[config.mk]
export PLATFORM = sky130hd
export DESIGN_NAME = bde_ctrl
export DESIGN_NICKNAME = d
export VERILOG_FILES = /design/src/rtl/bde_pkg.sv /design/src/rtl/bde_ctrl.sv
export SDC_FILE = /design/constraint.sdc
export NUM_CORES = 1
export LEC_CHECK = 0
export BUFFER_PORTS_ARGS = -buffer_cell sky130_fd_sc_hd__buf_2
export CORE_AREA = 2 2 39 41
export CTS_CLUSTER_DIAMETER = 60
export DETAILED_ROUTE_END_ITERATION = 8
export DIE_AREA = 0 0 41 43
export PLACE_DENSITY = 0.64
export SYNTH_ARGS = -nofsm -noshare
export SYNTH_HDL_FRONTEND = slang
export SYNTH_SLANG_ARGS = --single-unit
export TNS_END_PERCENT = 30
[constraint.sdc]
create_clock -name clk -period 1.99 [get_ports clk]
set_input_delay 0.398 -clock clk [delete_from_list [all_inputs] [get_ports clk]]
set_output_delay 0.398 -clock clk [all_outputs]
set_load 0.1 [all_outputs]
[src/rtl/bde_pkg.sv]
package bde_pkg;

    localparam int BYTE_W      = 8;
    localparam int KEY_COUNT   = 256;
    localparam int DEF_MAX_LEN = 64;

    localparam logic [BYTE_W-1:0] VERSION_RESET = 8'd1;

    typedef struct packed {
        logic clear_dict;
        logic define_key;
        logic store_char;
        logic load_pass;
        logic load_error;
        logic start_expand;
        logic emit_step;
    } bde_cmd_t;

    typedef struct packed {
        logic byte_zero;
        logic version_match;
        logic entry_hit;
        logic fill_full;
        logic emit_empty;
        logic emit_last;
        logic out_free;
    } bde_stat_t;

endpackage

[src/rtl/bde_ctrl.sv]
module bde_ctrl
    import bde_pkg::*;
(
    input  logic      clk,
    input  logic      rst_n,
    input  logic      in_valid,
    input  logic      file_start,
    output logic      in_ready,
    input  bde_stat_t stat,
    output bde_cmd_t  cmd
);

    localparam logic [2:0] PH_VERSION = 3'd0;
    localparam logic [2:0] PH_MAPFLAG = 3'd1;
    localparam logic [2:0] PH_KEY     = 3'd2;
    localparam logic [2:0] PH_STRING  = 3'd3;
    localparam logic [2:0] PH_DATA    = 3'd4;
    localparam logic [2:0] PH_IGNORE  = 3'd5;

    logic [2:0] phase_reg;
    logic [2:0] phase_next;
    logic       busy_reg;
    logic       busy_next;
    logic [2:0] phase_eff;
    logic       accept;

    assign in_ready = !busy_reg && stat.out_free;
    assign accept   = in_valid && in_ready;

    always_comb
    begin
        phase_next = phase_reg;
        busy_next  = busy_reg;
        cmd        = '0;
        phase_eff  = file_start ? PH_VERSION : phase_reg;

        if (busy_reg)
        begin
            if (stat.emit_empty)
            begin
                busy_next = 1'b0;
            end
            else if (stat.out_free)
            begin
                cmd.emit_step = 1'b1;
                if (stat.emit_last)
                begin
                    busy_next = 1'b0;
                end
            end
        end
        else if (accept)
        begin
            cmd.clear_dict = file_start;
            case (phase_eff)
                PH_VERSION:
                begin
                    if (stat.version_match)
                    begin
                        phase_next = PH_MAPFLAG;
                    end
                    else
                    begin
                        phase_next     = PH_IGNORE;
                        cmd.load_error = 1'b1;
                    end
                end
                PH_MAPFLAG, PH_DATA:
                begin
                    if (phase_eff == PH_MAPFLAG && stat.byte_zero)
                    begin
                        phase_next = PH_KEY;
                    end
                    else
                    begin
                        phase_next = PH_DATA;
                        if (stat.entry_hit)
                        begin
                            cmd.start_expand = 1'b1;
                            busy_next        = 1'b1;
                        end
                        else
                        begin
                            cmd.load_pass = 1'b1;
                        end
                    end
                end
                PH_KEY:
                begin
                    if (stat.byte_zero)
                    begin
                        phase_next = PH_DATA;
                    end
                    else
                    begin
                        phase_next     = PH_STRING;
                        cmd.define_key = 1'b1;
                    end
                end
                PH_STRING:
                begin
                    if (stat.byte_zero)
                    begin
                        phase_next = PH_KEY;
                    end
                    else
                    begin
                        cmd.store_char = !stat.fill_full;
                    end
                end
                default:
                begin
                    phase_next = PH_IGNORE;
                end
            endcase
        end
    end

    always_ff @(posedge clk or negedge rst_n)
    begin
        if (!rst_n)
        begin
            phase_reg <= PH_VERSION;
            busy_reg  <= 1'b0;
        end
        else
        begin
            phase_reg <= phase_next;
            busy_reg  <= busy_next;
        end
    end

`ifndef ASSERT_OFF
    a_emit_only_busy: assert property (@(posedge clk) disable iff (!rst_n)
        cmd.emit_step |-> busy_reg)
        else $error("emit step outside expansion");

    a_expand_enters_busy: assert property (@(posedge clk) disable iff (!rst_n)
        cmd.start_expand |=> busy_reg && phase_reg == PH_DATA)
        else $error("expansion did not start");

    a_one_load: assert property (@(posedge clk) disable iff (!rst_n)
        $onehot0({cmd.load_pass, cmd.load_error, cmd.emit_step, cmd.start_expand}))
        else $error("conflicting result loads");
`endif

endmodule

Yosys cells after proc, flatten, opt, wreduce, memory -nomap -nowiden
Index checks and enable logic that the tools add are counted.
{"block": "word_totals", "register_bits": 4, "inputBits": 11, "out_inout_bits": 8, "word_cells": 44}
{"block": "classes", "n_eq_ne": 5, "n_mux": 28, "bitwise": 1, "reduce_logical": 8}
{"cell": "1-bit 2-to-1 mux", "n": 20}
{"cell": "3-bit 2-to-1 mux", "n": 5}
{"cell": "6-bit 2-to-1 mux", "n": 2}
{"cell": "3-bit case mux with 4 select lines", "n": 1}
{"cell": "3-bit by 2-bit equality test with 1-bit output (second input constant)", "n": 2}
{"cell": "3-bit by 1-bit equality test with 1-bit output (second input constant)", "n": 1}
{"cell": "3-bit equality test (second input constant)", "n": 1}
{"cell": "1-bit logical AND", "n": 3}
{"cell": "3-bit zero test", "n": 1}
{"cell": "3-bit AND reduction", "n": 1}
{"cell": "1-bit zero test", "n": 2}
{"cell": "2-bit != test (second input constant)", "n": 1}
{"cell": "2-bit OR reduction", "n": 1}
{"cell": "1-bit inverter", "n": 1}

Longest topological paths before layout
Gate-level depths: netlist of run 1.
{"block": "depth", "depth_word": 7, "mapped_depth": 4, "ltp_nobuf": 3}

Least setup slack after synthesis of run 1
No wires, ideal clock.
{"block": "synth_path", "kind": "register to output", "startpoint": "reg busy_reg", "endpoint": "out cmd[5] in the netlist's numbering", "arrival_time_ps": 2943, "required_ps": 1592, "slack_ps": -1351, "stages_incl_launch_ff": 4, "path_buffers": 0, "cell_sequence": "dfrtp_1 > nand3b_4 > or3_4 > nor3_1"}
{"element": "start: declaration", "line_no": "bde_ctrl.sv:22", "rtl": "logic busy_reg;"}
{"element": "start signal: assignment", "line_no": "bde_ctrl.sv:129", "rtl": "busy_reg <= busy_next;"}
{"element": "end: declaration", "line_no": "bde_ctrl.sv:10", "rtl": "output bde_cmd_t cmd"}

==> results_dict.tcl, run 1 <==
set metrics [dict create \
    status "finished with violations" \
    violations "negative setup slack" \
    clock_sinks 4 \
    ant_nets 0 \
    yosys.area.top_type "dfrtp_1" \
    grt_pass1_wl_mm 1.41 \
    yosysUniqueCellTypes 25 \
    slew_violations 0 \
    setup_viol 1 \
    power_density_nw_per_um2 787 \
    post_route_cells_drive_above_1_share 0.492 \
    drt_wl_total_um 889 \
    dp_hpwl_um 704 \
    synthXorXnorAreaFrac 0 \
    cts_buffers 3 \
    wl_per_cell_um 11.3 \
    worst_pin_slew_ps 483 \
    final_util 0.448 \
    dr.pass1.iters 3 \
    synth_top_area_share 0.273 \
    critical_path_arrival_ps 1710 \
    intPower_w 0.000276 \
    n_fill_cell 129 \
    syn-mean-instance-area_um2 8.73 \
    layout_common_cells "buf_2, buf_12, dfrtp_1" \
    syn_nets 53 \
    drc 0 \
    drt-initial-drc-count 3 \
    start_kind "flip-flop" \
    placementRows 14 \
    grt_max_degree 10 \
    whs_ps 384 \
    rsz0062_at_grt "yes" \
    gr-total-overflow 0 \
    fin_ws_ps -120 \
    die_h_um 43 \
    finalCriticalPeriod_ps 2110 \
    via_count 388 \
    dieArea_um2 1760 \
    place.port_buffers 18 \
    tritoncts "yes" \
    netSwitchingPower_w 0.000212 \
    hold_viol_final 0 \
    ys_ff_latch 4 \
    leakage_nw 0.305 \
    syn_area_um2 367 \
    clockRootBuffer "clkbuf_4" \
    seq_area_frac_synth 0.273 \
    maxSlewHeadroom 0.680 \
    critPathCaptureType "primary output" \
    antenna_found_initial 0 \
    gp_congestion 0.689 \
    synth_top_family_by_area "simple AND/OR/NAND/NOR gates" \
    switching_share 0.434 \
    synth-compound-area-share 0.212 \
    cts_max_path_buffers 2 \
    clock_latency_ps 230 \
    p_comb_frac 0.466 \
    synth-simple-area-share 0.440 \
    htree_levels 1 \
    grt_pass1_vias 327 \
    max_freq_mhz 474 \
    synthCells 42 \
    area_growth_pct 69.3 \
    vdd_drop_max_v 0.000442 \
    grt_usage 0.115 \
    fin_nets 76 \
    critical_path_class "flip-flop to primary output" \
    start_util 0.265 \
    die_x_um 41 \
    yosys.area_share.adder 0 \
    muxShareOfSynthArea 0.0273 \
    synth_area_leaders "dfrtp_1, nor4b_4, nand3b_4, nor3_1, nor2b_1" \
    largest_reg_flops 3 \
    ios 19 \
    p_seq_frac 0.339 \
    total_power_w 0.000488 \
    viasPerCell 4.91 \
    yosysWarnings 0 \
    crit_fanout 5 \
    post-place-ws_ps 74.1 \
    fin_crit_sh 1.06 \
    skew_ps 0.0393 \
    hold_path_class "primary input to flip-flop" \
    core_um2 1380 \
    drv_cap 0 \
    num_antenna_cells 0 \
    clkTransAtPathRegs_ps 30 \
    critPathRequiredTime_ps 1590 \
    power_frac_clock 0.195 \
    layout_commonest_cell "buf_2" \
]
## power by group through the flow
stage	logic [W]	clock network, W	registers (W)
2_1_floorplan	0.000197	0	0.000131
3_3_place_gp	0.000222	0	0.000162
3_5_place_dp	0.000225	0	0.000163
4_1_cts	0.000227	0.000101	0.000162
5_1_grt	0.000248	0.000104	0.000169
6_report	0.000228	0.0000951	0.000166
## through the flow
step	cell area [µm²]	TNS [ps]	cells
final	621	-120	79
after global routing	621	-216	79
after CTS	616	-118	79
after detailed placement	583	0	75
after global placement	583	0	75
after floorplan	385	-1060	42
## synthesized netlist by cell type
cell type  instances
a21o_1             2
and3b_1            1
nand2_1            3
nand3b_4           1
nor3_1             4
nor2b_1            3
a211oi_2           1
nor3b_1            1
mux2i_1            1
nand2b_1           1
or3_4              1
nor2_1             4
inv_1              2
o211ai_1           1
buf_2              1
nor4b_4            1
nor4_1             1
a22oi_1            1
o21ai_0            3
dfrtp_1            4
o2111a_1           1
a31o_2             1
and2_1             1
clkbuf_2           1
and3_1             1
## repair_timing
item                                    CTS  global route
hold buffers                              1             0
endpoints found under the setup margin    1             4
endpoints found under the hold margin     4             0
pin swaps                                 0             0
setup buffers                             0             0
gates resized for setup                   0             1
## per-layer routing
layer	GRT usage	share of wire
met5	0	0
met4	0.0400	0
met3	0.0314	0.045
met2	0.166	0.53
met1	0.160	0.42
## final timing paths
check	start	endpoint	slack, ps	depth (start not counted)
hold reg to reg	busy_reg$_DFF_PN0_	busy_reg$_DFF_PN0_	590	1
setup reg to reg	phase_reg[0]$_DFFE_PN0P_	busy_reg$_DFF_PN0_	650	3
min in group asynchronous	rst_n	phase_reg[2]$_DFFE_PN0P_	500	2
hold / removal	stat[5]	phase_reg[2]$_DFFE_PN0P_	380	2
setup / recovery	busy_reg$_DFF_PN0_	cmd[4]	-120	4
max in group asynchronous	rst_n	phase_reg[1]$_DFFE_PN0P_	1370	2
## cell families (layout without fill, tap and decap cells)
kind of cell,after synthesis,after routing
AO/OA/AOI/OAI,10,10
buffers and inverters,4,25
flip-flops,4,4
multiplexers,1,1
AND/OR/NAND/NOR,23,23
## worst max-delay path: stages, from the launching register on
cell and delay [ps]:
dfrtp_1 410, nand3b_4 190, or3_4 380, nor4b_4 290
buf_12 220
## layout make-up
type,instances,area [µm²],share of cell area
multi-input cells,34,273,0.440
repair buffers,20,198,0.319
flip-flops and latches,4,100,0.161
clock buffers,3,22.5,0.0363
well taps,16,20.0,0.0323
inverters,2,7.51,0.0121
No activity file was read; power rests on OpenSTA's default activity.
==> run 2: changes to the inputs <==
Settings changed: ABC_CLOCK_PERIOD_IN_PS set to 1990, BUFFER_PORTS_ARGS -buffer_cell sky130_fd_sc_hd__buf_2 to not set, DONT_BUFFER_PORTS set to 1, PLACE_DENSITY 0.64 to not set.
==> run 2 against run 1 <==
  * The run still ends with negative setup slack left
  * Highest routed layer unchanged
  * Routed wire length rose by 3.7%
  * Cell count fell by 10%
  * Via count fell by 4.1%
  * Hold slack got worse by 120 ps
==> results_dict.tcl, run 2 (same netlist as run 1, synthesis figures left out) <==
set metrics [dict create \
    start_util 0.265 \
    vdd_drop_max_v 0.000396 \
    grt_usage 0.113 \
    critPathLaunch "phase_reg[2]$_DFFE_PN0P_" \
    start_kind "flip-flop" \
    hold_path_class "primary input to flip-flop" \
    crit_buf_inv 2 \
    crit_fanout 8 \
    hold_viol_final 0 \
    r2r_slack_ps 500 \
    wl_per_cell_um 13.0 \
    tns_ps -30.0 \
    violations "negative setup slack" \
    die_h_um 43 \
    clock_latency_ps 230 \
    clock_sinks 4 \
    dieArea_um2 1760 \
    netSwitchingPower_w 0.000211 \
    dr.pass1.iters 3 \
    fin_crit_sh 1.02 \
    finalCriticalPeriod_ps 2020 \
    dr_wl_met3_um 76 \
    fin_nets 68 \
    wl_met1_um 369 \
    cts_buffers 3 \
    largest_reg_flops 3 \
    antenna_found_initial 0 \
    cp_top_family "simple AND/OR/NAND/NOR gates" \
    gp_congestion 0.685 \
    drt-initial-drc-count 7 \
    drt_wl_total_um 922 \
    grt_pass1_vias 334 \
    critPathRequiredTime_ps 1590 \
    p_comb_frac 0.463 \
    worstReg2RegStart "phase_reg[0]$_DFFE_PN0P_" \
    rsz0062_at_grt "yes" \
    cp.depth 4 \
    area_growth_pct 61.4 \
    gr-total-overflow 0 \
    clockRootBuffer "clkbuf_4" \
    slew_violations 0 \
    cts_max_path_buffers 2 \
    r2r_cells 4 \
    power_frac_clock 0.200 \
    tritoncts "yes" \
    layout_common_cells "buf_12, buf_4, dfrtp_1" \
    clkTransAtPathRegs_ps 40 \
    total_power_w 0.000487 \
    via_count 372 \
    endpoint "cmd[5]" \
    power_density_nw_per_um2 822 \
    maxSlewHeadroom 0.783 \
    dp_hpwl_um 684 \
    core_um2 1380 \
    grt_pass1_wl_mm 1.33 \
    p_seq_frac 0.338 \
    placementRows 14 \
    topRoutingLayerUsed "met3" \
    setup_viol 1 \
    die_x_um 41 \
    drc 0 \
    leakage_nw 0.276 \
    switching_share 0.433 \
    place.port_buffers 0 \
    status "finished with violations" \
    final_util 0.428 \
    num_antenna_cells 0 \
    grt_max_degree 10 \
    htree_levels 1 \
    intPower_w 0.000276 \
    critPathCaptureType "primary output" \
    drv_cap 0 \
    skew_ps 0.182 \
    worst_pin_slew_ps 323 \
    max_freq_mhz 495 \
    ant_nets 0 \
    post-place-ws_ps 131 \
    fin_ws_ps -30.0 \
    critical_path_arrival_ps 1620 \
    viasPerCell 5.24 \
    cp_slowest_stage_delay_ps 450 \
    dr_wl_met2_um 477 \
    slowest_stage "dfrtp_1" \
    r2r-end "busy_reg$_DFF_PN0_" \
    ios 19 \
    crit_chain "or3_4 -> buf_6 -> nor3_4 -> buf_12" \
    critical_path_class "flip-flop to primary output" \
    post_route_cells_drive_above_1_share 0.455 \
]
## run 2: metal layers
| layer | vias to the layer above | global-route usage |
|---|---|---|
| li1 | 183 | - |
| met1 | 178 | 0.145 |
| met2 | 11 | 0.147 |
| met3 | 0 | 0.0471 |
| met4 | 0 | 0.0800 |
| met5 | - | 0 |
## run 2: worst min path at each step
stage	startpoint	endpoint	slack [ps]	cells after the start
global placement	rst_n	phase_reg[0]$_DFFE_PN0P_	100	0
CTS	stat[5]	phase_reg[2]$_DFFE_PN0P_	260	1
finish	stat[5]	phase_reg[2]$_DFFE_PN0P_	270	1
global route	stat[5]	phase_reg[2]$_DFFE_PN0P_	260	1
floorplan	rst_n	busy_reg$_DFF_PN0_	100	0
detailed placement	rst_n	busy_reg$_DFF_PN0_	100	0
## run 2: layout make-up
cell class | instances | area, µm²
fillers | 142 | 792
multi-input cells | 34 | 283
repair buffers | 12 | 159
flip-flops and latches | 4 | 100
clock buffers | 3 | 22.5
well taps | 16 | 20.0
inverters | 2 | 7.51
## run 2: power by group through the flow
| stage | clock, W | combinational, W | sequential [W] |
|---|---|---|---|
| after floorplan | 0 | 0.000197 | 0.000131 |
| after global placement | 0 | 0.000205 | 0.000163 |
| after detailed placement | 0 | 0.000212 | 0.000164 |
| after CTS | 0.000104 | 0.000223 | 0.000161 |
| after global routing | 0.000111 | 0.000239 | 0.000171 |
| final | 0.0000972 | 0.000225 | 0.000164 |
## run 2: metrics by stage
stage / instances / cell area (µm²) / hold WS [ps]
floorplan: 42 / 385 / 102
global placement: 64 / 527 / 103
detailed placement: 64 / 527 / 103
CTS: 71 / 582 / 261
global route: 71 / 592 / 264
finish: 71 / 592 / 268
## run 2: what timing repair did
action / 4_1_cts / 5_1_grt
setup buffers: 3 / 0
hold buffers: 1 / 0
gates cloned: 0 / 0
pin swaps: 2 / 3
hold endpoints to repair: 4 / 0
endpoints found under the setup margin: 1 / 5
resized for setup: 0 / 3
==> run 3: changes to the inputs <==
Settings changed: PLACE_DENSITY set to 0.47.
==> run 3 against run 2 <==
  * The run still ends with negative setup slack left
  * Maximum frequency shrank 0.21%
  * Worst setup slack got worse by 4.2 ps
  * Clock power fell by 0.5%
  * Global-route usage shrank 1.1 points
  * Utilization grew 0.63 points
  * Routed wire length shrank 10%
  * Combinational power down 2%
  * Largest power group unchanged
==> results_dict.tcl, run 3 (same netlist as run 1, synthesis figures left out) <==
set metrics [dict create \
    via_count 338 \
    regArea_um2 101 \
    clock_latency_ps 230 \
    fin_crit_sh 1.02 \
    status "finished with violations" \
    gr-total-overflow 0 \
    drc 0 \
    final_util 0.434 \
    multi_input_area_um2 278 \
    slew_violations 0 \
    use_met3 0.0262 \
    ios 19 \
    wl_per_cell_um 11.6 \
    cts_max_path_buffers 2 \
    start_util 0.265 \
    dr.pass1.iters 1 \
    htree_levels 1 \
    critical_path_class "flip-flop to primary output" \
    drv_cap 0 \
    viasPerCell 4.76 \
    hold_path_class "primary input to flip-flop" \
    clock_sinks 4 \
    area_growth_pct 63.8 \
    crit_buf_inv 2 \
    use_met2 0.134 \
    slowest_stage "dfrtp_1" \
    post_route_cells_drive_above_1_share 0.455 \
    met1_usage 0.144 \
    core_um2 1380 \
    max_freq_mhz 494 \
    rsz0062_at_grt "yes" \
    clockRootBuffer "clkbuf_4" \
    drt_wl_total_um 826 \
    hold_viol_final 0 \
    placementRows 14 \
    antenna_found_initial 0 \
    place.port_buffers 0 \
    grt_pass1_vias 288 \
    start_kind "flip-flop" \
    fin_ws_ps -34.2 \
    setup_viol 1 \
    cp_slowest_stage_delay_ps 360 \
    fin_nets 68 \
    violations "negative setup slack" \
    n_fill_cell 143 \
    num_antenna_cells 0 \
    leakage_nw 0.277 \
    skew_ps 1.13 \
    grt_max_degree 10 \
    cts_buffers 3 \
    die_h_um 43 \
    maxSlewHeadroom 0.789 \
    drt-initial-drc-count 0 \
    power_density_nw_per_um2 802 \
    dp_hpwl_um 675 \
    grt_pass1_wl_mm 1.21 \
    layout_commonest_cell "buf_12" \
    dieArea_um2 1760 \
    tns_ps -34.2 \
    clkTransAtPathRegs_ps 40 \
    crit_chain "nand3b_4 -> or3_4 -> buf_6 -> nor3_4 -> buf_12" \
    vdd_drop_max_v 0.000467 \
    largest_reg_flops 3 \
    tritoncts "yes" \
    crit_fanout 2 \
    grt_usage 0.102 \
    die_x_um 41 \
    critPathRequiredTime_ps 1590 \
    layout_common_cells "buf_12, buf_4" \
    gp_congestion 0.713 \
    total_power_w 0.000482 \
    r2r_slack_ps 560 \
    finalCriticalPeriod_ps 2020 \
    worst_pin_slew_ps 313 \
    grt_busiest_layer "met1" \
    critical_path_arrival_ps 1630 \
    cp_top_family "simple AND/OR/NAND/NOR gates" \
    critPathCaptureType "primary output" \
    ant_nets 0 \
]
[run 3: cell types whose count changed in the layout (fill, tap and decap cells not counted)]
cell     change
nor3b_2      -1
buf_12       +1
dfrtp_1      -1
dfrtp_2      +1
buf_4        -1
nor3b_1      +1
[run 3: stage by stage]
step	setup slack [ps]	instance area, µm²	hold slack, ps	cells
6_report	-34.2	601	263	71
5_1_grt	-123	601	255	71
4_1_cts	-115	594	259	71
3_5_place_dp	128	539	103	64
3_3_place_gp	151	539	103	64
2_1_floorplan	-388	385	102	42
[run 3: worst register-to-register path: stages, from the launching register on]
cell and delay [ps]:
dfrtp_2 460, nor3b_1 180, o2111a_1 290, buf_12 170, a31o_2 210
[run 3: final timing paths]
check	start	endpoint	depth (start not counted)
min in group asynchronous	rst_n	busy_reg$_DFF_PN0_	1
min reg2reg	busy_reg$_DFF_PN0_	busy_reg$_DFF_PN0_	2
max in group asynchronous	rst_n	phase_reg[0]$_DFFE_PN0P_	1
max	busy_reg$_DFF_PN0_	cmd[5]	5
min	stat[5]	phase_reg[2]$_DFFE_PN0P_	1
max reg2reg	phase_reg[0]$_DFFE_PN0P_	busy_reg$_DFF_PN0_	4
[run 3: report_power, final]
group | internal (W) | leakage (nW) | switching [W]
Sequential | 0.000110 | 0.0491 | 0.0000554
Clock | 0.0000672 | 0.0138 | 0.0000295
Combinational | 0.000101 | 0.214 | 0.000119
[run 3: layer usage]
| layer | vias up | routed length (µm) | part of all wire |
|---|---|---|---|
| met2 | 9 | 419 | 0.51 |
| li1 | 179 | - | - |
| met5 | - | 0 | 0 |
| met4 | 0 | 0 | 0 |
| met1 | 150 | 347 | 0.42 |
| met3 | 0 | 59 | 0.071 |
[run 3: cell type report]
| class | count | share of cell area |
|---|---|---|
| timing repair buffer | 12 | 0.285 |
| clock buffer | 3 | 0.0375 |
| inverter | 2 | 0.0125 |
| sequential | 4 | 0.169 |
| tap | 16 | 0.0333 |
| multi-input combinational | 34 | 0.462 |
[run 3: timing repair]
action / CTS / global route
endpoints found under the hold margin: 4 / 0
pin swaps: 2 / 3
endpoints found under the setup margin: 2 / 5
hold buffers: 1 / 0
gates resized for setup: 0 / 3
buffers inserted: 3 / 0
